`src/rtl/assert_macros.svh`:
```
// Assertion macros included by the RTL file that carries checks.
`ifndef ASSERT_MACROS_SVH
`define ASSERT_MACROS_SVH
`ifndef SYNTH
// Same-cycle implication, checked outside reset.
`define ASSERT_IMPLY(label, clk, rst_n, cond, prop) \
    label: assert property (@(posedge clk) disable iff (!rst_n) (cond) |-> (prop)) \
        else $error("assertion failed: cond implies prop");
// Next-cycle implication, checked outside reset.
`define ASSERT_NEXT(label, clk, rst_n, cond, prop) \
    label: assert property (@(posedge clk) disable iff (!rst_n) (cond) |=> (prop)) \
        else $error("assertion failed: cond implies prop one cycle later");
`else
`define ASSERT_IMPLY(label, clk, rst_n, cond, prop)
`define ASSERT_NEXT(label, clk, rst_n, cond, prop)
`endif
`endif

```
`src/rtl/udss_pkg.sv`:
```
// Types, constants and display decoding for the up/down seconds stopwatch.
package udss_pkg;

    localparam int unsigned TOP_W = 16;
    localparam logic [TOP_W-1:0] TOP_RESET = 16'd15624;
    localparam logic [5:0] SEC_LAST = 6'd59;

    localparam int unsigned BTN_START = 0;
    localparam int unsigned BTN_SWAP  = 1;
    localparam int unsigned BTN_CLEAR = 2;

    // One beat taken from the input stage into the counter.
    typedef struct packed {
        logic       advance;
        logic [2:0] buttons_n;
        logic       tick;
    } udss_step_t;

    // Counter status after the beat has been applied.
    typedef struct packed {
        logic [5:0] seconds;
        logic       running;
        logic       ascending;
    } udss_status_t;

    function automatic logic [6:0] seg_code(input logic [3:0] digit);
        logic [6:0] code;
        begin
            case (digit)
                4'd0:    code = 7'h3F;
                4'd1:    code = 7'h06;
                4'd2:    code = 7'h5B;
                4'd3:    code = 7'h4F;
                4'd4:    code = 7'h66;
                4'd5:    code = 7'h6D;
                4'd6:    code = 7'h7D;
                4'd7:    code = 7'h07;
                4'd8:    code = 7'h7F;
                4'd9:    code = 7'h67;
                default: code = 7'h3F;
            endcase
            return code;
        end
    endfunction

    // Splits 0..59 into tens and ones with a short compare chain.
    function automatic logic [13:0] seg_pair(input logic [5:0] secs);
        logic [2:0] tens;
        logic [5:0] base;
        logic [5:0] ones;
        begin
            if (secs >= 6'd50) tens = 3'd5;
            else if (secs >= 6'd40) tens = 3'd4;
            else if (secs >= 6'd30) tens = 3'd3;
            else if (secs >= 6'd20) tens = 3'd2;
            else if (secs >= 6'd10) tens = 3'd1;
            else tens = 3'd0;
            // Ten times the tens digit, as eight times plus two times.
            base = {tens, 3'b000} + {2'b00, tens, 1'b0};
            ones = secs - base;
            return {seg_code({1'b0, tens}), seg_code(ones[3:0])};
        end
    endfunction

endpackage

```
`src/rtl/udss_core.sv`:
```
// Stopwatch state: button edges, sub-second count, seconds and flags.
module udss_core
    import udss_pkg::*;
#(
    parameter logic [TOP_W-1:0] TOP_INIT = TOP_RESET
)
(
    input  logic             clk,
    input  logic             rst_n,
    input  logic             cfg_wr_en,
    input  logic [TOP_W-1:0] cfg_wr_data,
    input  udss_step_t       step,
    output udss_status_t     status_next
);

    logic [TOP_W-1:0] top_reg;
    logic [TOP_W-1:0] sub_reg;
    logic [TOP_W-1:0] sub_next;
    logic [5:0]       sec_reg;
    logic [5:0]       sec_next;
    logic             run_reg;
    logic             run_next;
    logic             up_reg;
    logic             up_next;
    logic [2:0]       prev_reg;
    logic [2:0]       pressed;
    logic [2:0]       edges;
    logic [TOP_W-1:0] sub_btn;
    logic [5:0]       sec_btn;

    assign pressed = ~step.buttons_n;
    assign edges   = pressed & ~prev_reg;

    always_comb
    begin
        run_next = run_reg ^ edges[BTN_START];
        up_next  = up_reg ^ edges[BTN_SWAP];
        sub_btn  = edges[BTN_SWAP] ? (top_reg - sub_reg) : sub_reg;
        sec_btn  = sec_reg;
        if (edges[BTN_CLEAR])
        begin
            sub_btn = '0;
            sec_btn = '0;
        end
        sub_next = sub_btn;
        sec_next = sec_btn;
        if (step.tick && run_next)
        begin
            if (sub_btn == top_reg)
            begin
                sub_next = '0;
                if (up_next)
                    sec_next = (sec_btn >= SEC_LAST) ? 6'd0 : sec_btn + 6'd1;
                else
                    sec_next = (sec_btn == 6'd0 || sec_btn > SEC_LAST) ? SEC_LAST
                                                                       : sec_btn - 6'd1;
            end
            else
            begin
                sub_next = sub_btn + {{(TOP_W-1){1'b0}}, 1'b1};
            end
        end
    end

    assign status_next.seconds   = sec_next;
    assign status_next.running   = run_next;
    assign status_next.ascending = up_next;

    always_ff @(posedge clk or negedge rst_n)
    begin
        if (!rst_n)
        begin
            top_reg  <= TOP_INIT;
            sub_reg  <= '0;
            sec_reg  <= '0;
            run_reg  <= 1'b1;
            up_reg   <= 1'b1;
            prev_reg <= '0;
        end
        else
        begin
            if (cfg_wr_en)
                top_reg <= cfg_wr_data;
            if (step.advance)
            begin
                sub_reg  <= sub_next;
                sec_reg  <= sec_next;
                run_reg  <= run_next;
                up_reg   <= up_next;
                prev_reg <= pressed;
            end
        end
    end

endmodule

```
`src/rtl/up_down_seconds_stopwatch.sv`:
```
// Up/down seconds stopwatch top level: input stage, counter and result register.
// A beat accepted into the input stage moves on into the result register when that stage advances.
// Throughput: one beat per cycle unless stalled; with both stages full, result_stall passes to item_stall.
// Reset (rst_n low, asynchronous) clears both stages, the counts and button history,
// sets running and ascending, and loads count_top with its default.
`include "assert_macros.svh"
module up_down_seconds_stopwatch
    import udss_pkg::*;
#(
    parameter logic [TOP_W-1:0] TOP_INIT = TOP_RESET
)
(
    input  logic             clk,
    input  logic             rst_n,
    input  logic             cfg_wr_en,
    input  logic [TOP_W-1:0] cfg_wr_data,
    input  logic             item_valid,
    output logic             item_stall,
    input  logic [2:0]       buttons_n,
    input  logic             tick,
    output logic             result_valid,
    input  logic             result_stall,
    output logic [5:0]       seconds,
    output logic [6:0]       seg_ones,
    output logic [6:0]       seg_tens,
    output logic             running,
    output logic             ascending
);

    logic         s1_valid_reg;
    logic         s1_valid_next;
    logic [2:0]   s1_buttons_reg;
    logic         s1_tick_reg;
    logic         s1_advance;
    logic         accept;
    logic         out_valid_reg;
    logic         out_valid_next;
    udss_step_t   step;
    udss_status_t status_next;
    udss_status_t status_reg;
    logic [13:0]  segs_reg;

    assign s1_advance = s1_valid_reg && (!out_valid_reg || !result_stall);
    assign item_stall = s1_valid_reg && !s1_advance;
    assign accept     = item_valid && !item_stall;

    assign s1_valid_next  = accept ? 1'b1 : (s1_advance ? 1'b0 : s1_valid_reg);
    assign out_valid_next = s1_advance ? 1'b1 : (result_stall ? out_valid_reg : 1'b0);

    assign step.advance   = s1_advance;
    assign step.buttons_n = s1_buttons_reg;
    assign step.tick      = s1_tick_reg;

    udss_core #(
        .TOP_INIT (TOP_INIT)
    ) u_core (
        .clk         (clk),
        .rst_n       (rst_n),
        .cfg_wr_en   (cfg_wr_en),
        .cfg_wr_data (cfg_wr_data),
        .step        (step),
        .status_next (status_next)
    );

    always_ff @(posedge clk or negedge rst_n)
    begin
        if (!rst_n)
        begin
            s1_valid_reg  <= 1'b0;
            out_valid_reg <= 1'b0;
        end
        else
        begin
            s1_valid_reg  <= s1_valid_next;
            out_valid_reg <= out_valid_next;
        end
    end

    always_ff @(posedge clk)
    begin
        if (accept)
        begin
            s1_buttons_reg <= buttons_n;
            s1_tick_reg    <= tick;
        end
        if (s1_advance)
        begin
            status_reg <= status_next;
            segs_reg   <= seg_pair(status_next.seconds);
        end
    end

    assign result_valid = out_valid_reg;
    assign seconds      = status_reg.seconds;
    assign running      = status_reg.running;
    assign ascending    = status_reg.ascending;
    assign seg_tens     = segs_reg[13:7];
    assign seg_ones     = segs_reg[6:0];

    `ASSERT_IMPLY(a_sec_range, clk, rst_n, out_valid_reg, status_reg.seconds <= SEC_LAST)
    `ASSERT_IMPLY(a_stall_full, clk, rst_n, item_stall, s1_valid_reg && out_valid_reg)
    `ASSERT_NEXT(a_adv_result, clk, rst_n, s1_advance, out_valid_reg)

endmodule

```
`config.mk`:
```
export PLATFORM = sky130hd
export DESIGN_NAME = up_down_seconds_stopwatch
export DESIGN_NICKNAME = d
export VERILOG_FILES = /design/src/rtl/udss_pkg.sv /design/src/rtl/udss_core.sv /design/src/rtl/up_down_seconds_stopwatch.sv
export VERILOG_INCLUDE_DIRS = /design/src /design/src/rtl
export SDC_FILE = /design/constraint.sdc
export NUM_CORES = 1
export LEC_CHECK = 0
export ABC_AREA = 1
export BUFFER_PORTS_ARGS = -buffer_cell sky130_fd_sc_hd__buf_2
export CAP_MARGIN = 10
export CELL_PAD_IN_SITES_DETAIL_PLACEMENT = 1
export CELL_PAD_IN_SITES_GLOBAL_PLACEMENT = 2
export CORE_MARGIN = 3
export CORE_UTILIZATION = 38
export DETAILED_ROUTE_END_ITERATION = 7
export GPL_ROUTABILITY_DRIVEN = 0
export PLACE_DENSITY_LB_ADDON = 0.1
export SETUP_SLACK_MARGIN = 0.02
export SLEW_MARGIN = 20
export SYNTH_ARGS = -nofsm -noshare
export SYNTH_HDL_FRONTEND = slang
export SYNTH_SLANG_ARGS = --single-unit
```
`constraint.sdc`:
```
create_clock -name clk -period 9.2 [get_ports clk]
set_input_delay 0.46 -clock clk [delete_from_list [all_inputs] [get_ports clk]]
set_output_delay 0.46 -clock clk [all_outputs]
set_load 0.05 [all_outputs]
```
# Word level (Yosys, flattened, before mapping)
# Memory sizes are Yosys's and may differ from the RTL's. A register that Yosys moved wholly into a read port is not among the register bits.
# Cells that the tools add are included.
[totals] reg_bits=57 output_inout_bits=24 inputBits=25 mem_bits_ro=168 elab_cells=67 memories=2
[memory_table] name="(no name shown)" words=16 width=7 read_ports=1 rd_ports_with_merged_regs=1 wr=0 line_no="udss_pkg.sv:29" text="case (digit)"
[memory_table] name="(no name shown)" words=8 width=7 read_ports=1 rd_ports_with_merged_regs=1 wr=0 line_no="udss_pkg.sv:29"
[classes] muxes=20 reduce_logical=12 magnitude_cmp=7 n_bitwise=5 n_eq_ne=2 n_addsub=6
[op_table] cell="$mux W16" count=4
[op_table] cell="$mux W6" count=6
[op_table] cell="$ge A6 B6 Y1 const B" count=3
[op_table] cell="$add A16 B1 Y16 const B" count=1
[op_table] cell="$eq A16 B16 Y1" count=1
[op_table] cell="$sub A16 B16 Y16" count=1
[op_table] cell="$ge A6 B5 Y1 const B" count=2
[op_table] cell="$mux W3" count=3
[op_table] cell="$add A6 B1 Y6 const B" count=1
[op_table] cell="$ge A6 B4 Y1 const B" count=1
[op_table] cell="$gt A6 B6 Y1 const B" count=1
[op_table] cell="$logic_not A6 Y1" count=1
[op_table] cell="$not A3 Y3" count=2
[op_table] cell="$sub A6 B1 Y6 const B" count=1
[op_table] cell="$mux W1" count=5
[op_table] cell="$add A4 B4 Y4" count=1
[op_table] cell="$logic_and A1 B1 Y1" count=4
[op_table] cell="$logic_not A1 Y1" count=4
[op_table] cell="$mux W2" count=2
[op_table] cell="$sub A4 B4 Y4" count=1
[op_table] cell="$and A3 B3 Y3" count=1
[op_table] cell="$logic_or A1 B1 Y1" count=2
[op_table] cell="$ne A2 B1 Y1 const B" count=1
[op_table] cell="$reduce_bool A2 Y1" count=1
[op_table] cell="$xor A1 B1 Y1" count=2

# Longest topological paths before layout
[depth] word_depth=18 depth_mapped=36

# Cells and area by module
# From an unflattened synthesis, not the netlist that was laid out.
[hier_totals] cells_unflattened=804 area_unflattened_um2=5701.7
[by_module_without_submodules] mod="udss_core" area_each_um2=4211.5 seq_area_each_um2=1086.0 instances=1 cells_per_inst=667
[by_module_without_submodules] mod="up_down_seconds_stopwatch" area_each_um2=1490.2 seq_area_each_um2=830.8 instances=1 cells_per_inst=137

# Worst setup path after synthesis
# OpenSTA, ideal clock, no wires.
[synth_path] path_kind="register to register" startpoint="reg u_core.sub_reg[0]" endpoint="reg segs_reg[3] (data pin)" arrival_ps=4542 setup_slack_ps=4528 stages_incl_launch_ff=33 required_ps=9070 path_cell_list="dfrtp_1 -> ha_1 -> fa_1 -> inv_1 -> nand3_1 -> nand3_2 -> nand2_1 -> nand3b_1 -> nand2_1 -> nand2_1 -> nand3_2 -> nand2_1 -> nand2_1 -> nor2_4 -> nand2_4 -> nor2_8 -> nand3_4 -> clkinv_4 -> o211ai_1 -> o21ai_0 -> inv_1 -> ha_1 -> or2_4 -> o21ai_4 -> nand2_1 -> ha_1 -> or2_2 -> nand2_1 -> inv_1 -> or2_2 -> nand2_1 -> nand3_1 -> nand2_1"
[synth_rtl] item="from (decl)" line_no="udss_core.sv:17" text="logic [TOP_W-1:0] sub_reg;"
[synth_rtl] item="from (signal assigned)" line_no="udss_core.sv:86" text="sub_reg <= sub_next;"
[synth_rtl] item="to (decl)" line_no="up_down_seconds_stopwatch.sv:41" text="logic [13:0] segs_reg;"

==> qor.csv <==
metric;value;unit
status;complete, no violations;
initial standard-cell utilization of the core;39.7;%
Post-Synthesis Cell Area;5620;um2
Most common cell on crit path;nand2_1;
CP Data Required Time;9410;ps
most used routing layer in global routing;met2;
WP data arrival;5650;ps
Final Hold Viols;0;
Compound-Gate Fraction of Synth Area;9.67;%
YS warnings;0;
leak pwr;3.15;nW
total negative setup slack;0;ps
multiplexer fraction of the synthesized cell area;0;%
detailed-routing iteration count for the pre-antenna-repair pass;4;
maximum single-stage delay on the critical path;400;ps
worst-case vdd ir drop;107;uV
per-cell routed wire length;16.0;um
worst-case setup margin in the final layout;3760;ps
Yosys top cell area share;16.5;%
remaining antenna violation count;0;
clock tree sinks;71;
area share of and/or/nand/nor cells after synthesis;34.2;%
critical-path maximum fanout;9;
met3 demand-to-capacity share in global routing;3.93;%
nature of the critical path startpoint;flip-flop;
Fmax achieved;184;MHz
Remaining DRCs;0;
most numerous cell in the Yosys netlist;nand2_1;
via count;4937;
total count of max-transition violations in the final report;0;
Max Cap Viol;0;
met2 Usage GRT;35.9;%
vias per cell;5.02;
switching share of power;43.5;%
die boundary width;128;um
clock network latency to the later pin of the worst-skew pair;340;ps
synthesized netlist net count;811;
# H-tree levels;3;
number of standard-cell rows in the floorplan;43;
Logic pwr share;48.1;%
die outline area;16300;um2
post-cts hold buffer count;0;
WL final;15.8;mm
cell internal pwr;908;uW
CTS tree;built;
number of clock buffers inserted by TritonCTS;9;
total power per unit cell area;252;nW/um2
boundary pin count;49;
register area share after synthesis;34.1;%
total routing resource utilization after global routing;20.8;%
vertical die dimension;128;um
number of storage elements in the synthesis netlist;71;
number of gates given a new drive strength after cts;0;
switching power summed over all nets;700;uW
count of input and output buffers;48;
endpoint type of the worst setup path;flip-flop;
Critical Path Slowest Stage Cell;dfrtp_1;
clock tree buffer depth;2;
Syn Area/Cell;7.49;um2
number of antenna cells inserted;0;
count of flip-flops with a built-in enable after synthesis;26;
synth top area cells;dfrtp_1, edfxtp_1, nand2_1, inv_1, ha_1;
number of global-route vias before repair;5360;
Total Nets Final;860;
post-synth cell types;49;
placement-stage worst setup slack;3760;ps
layout cell share with drive strength beyond 1;20.0;%
fraction of power consumed by sequential logic;26.0;%
shortest period the worst path allows;5440;ps
clock transition at the registers of the reported paths;60;ps
global-route met1 utilization;26.6;%
wire length of the first global-routing pass;26.9;mm
period utilisation layout;59.1;%
async set-or-reset flop fraction in the synthesized netlist;63.4;%
Post-Synth Adder-Cell Area;8.15;%
number of setup violations in the final report;0;
top post-synthesis cells by count;nand2_1, inv_1, nor2_1, nand3_1, dfrtp_1;
classification of the worst setup path;flip-flop to flip-flop;
Clock Skews;7.00;ps
clock share of power;25.8;%
Slew @ Worst Pin;693;ps
Post-Syn Instances;750;
placeable core region;14100;um2
antenna violations before repair;0;
number of buffers inserted to repair setup after CTS;0;
Synth Area in XOR/XNOR;3.90;%
cell accounting for the most synthesized area;dfrtp_1;
headroom to the max-slew limit;53.7;%
DRC violation total after the first TritonRoute iteration;157;
pin count of the biggest net entering global routing;46;
dominant combinational cell family by area after synthesis;simple AND/OR/NAND/NOR gates;
overflow left after global routing;0;
Primary FF master, synth;dfrtp_1;
cell chosen for the clock root;clkbuf_16;
RSZ-0062 raised after global routing;false;
hpwl dp;12.1;mm
class of the most critical hold timing path;input pin to asynchronous set/reset pin;
area grow syn2layout;13.7;%
## kinds of logic (layout without fill, tap and decap cells)
kind of cell / count (synthesis) / in the layout
simple gates: 392 / 392
xor+xnor: 25 / 25
compound gates: 85 / 85
flops: 71 / 71
fa+ha+maj: 36 / 36
buf+inv: 141 / 195
## metal layers
metal	vias to the layer above	share of wire, %
li1	2497	-
met1	2370	46
met2	52	50
met3	18	2.5
met4	0	1.7
met5	-	0
## worst max-delay path, delay by kind of cell (launching register included)
family | cells | cell delay (ps)
buffers and inverters | 4 | 540
flip-flops | 1 | 400
AND/OR/NAND/NOR | 21 | 2820
adder cells (fa/ha/maj) | 4 | 1070
AO/OA/AOI/OAI | 3 | 490
## area by class of cell
cell class / count / area [um2]
fill: 1800 / 7770
multi-input combinational: 538 / 3140
sequential: 71 / 1920
inverter: 128 / 493
timing repair buffer: 51 / 263
clock buffer: 11 / 243
tap: 180 / 225
clock inverter: 5 / 105
## stage by stage
step / power (mW) / area, um2 / util (%) / hold slack (ps) / std cells
3_5_place_dp: 1.20 / 6040 / 42.7 / 469 / 968
5_1_grt: 1.75 / 6380 / 45.1 / 273 / 984
2_1_floorplan: 1.01 / 5620 / - / 164 / 750
3_3_place_gp: 1.17 / 6040 / 42.7 / 454 / 968
4_1_cts: 1.62 / 6380 / 45.1 / 251 / 984
6_report: 1.61 / 6380 / 45.1 / 230 / 984
## placed cells by master (no fill, tap or decap), types with 2 or more instances in the layout
cell        Yosys  layout
clkbuf_16       0       9
buf_4           3       3
o21ai_0        34      34
nand3_1        41      41
ha_1           35      35
inv_2           7       7
o22ai_1        10      10
clkinvlp_4      0       2
nor2_8          2       2
buf_2           1      48
dfrtp_1        37      37
xor2_1         18      18
dfstp_2         8       8
bufinv_16       0       3
inv_1         118     118
and2_1          3       3
a21oi_2         2       2
a21oi_1        23      23
nand3_2        11      11
nand4_1        17      17
nor2_2          4       4
nor2_4          4       4
or2_2           8       8
o32ai_1         4       4
o21ai_4         3       3
nand2_4         7       7
edfxtp_1       26      26
nor2_1         48      48
nand2_1       202     202
nand2_2        29      29
a21oi_4         2       2
nor3_1         10      10
xnor2_1         7       7
## power groups by stage
| stage | Combinational, mW | Clock [mW] | Sequential, mW |
|---|---|---|---|
| global placement | 0.752 | 0 | 0.422 |
| floorplan | 0.567 | 0 | 0.442 |
| detailed placement | 0.772 | 0 | 0.425 |
| finish | 0.774 | 0.415 | 0.419 |
| global route | 0.885 | 0.441 | 0.425 |
| CTS | 0.780 | 0.425 | 0.419 |
## final timing paths
check                             startpoint                  to  slack (ps)  depth (start not counted)
max reg2reg                u_core.sub_reg[0]         segs_reg[3]        3760                         32
min                                    rst_n   u_core.sec_reg[5]         230                          2
min in group clk                        tick         s1_tick_reg         290                          1
max                        u_core.sub_reg[0]         segs_reg[3]        3760                         32
min reg2reg                   u_core.run_reg      u_core.run_reg         480                          2
max in group asynchronous              rst_n  u_core.sub_reg[11]        8530                          2
No activity file was read; power rests on OpenSTA's default activity.
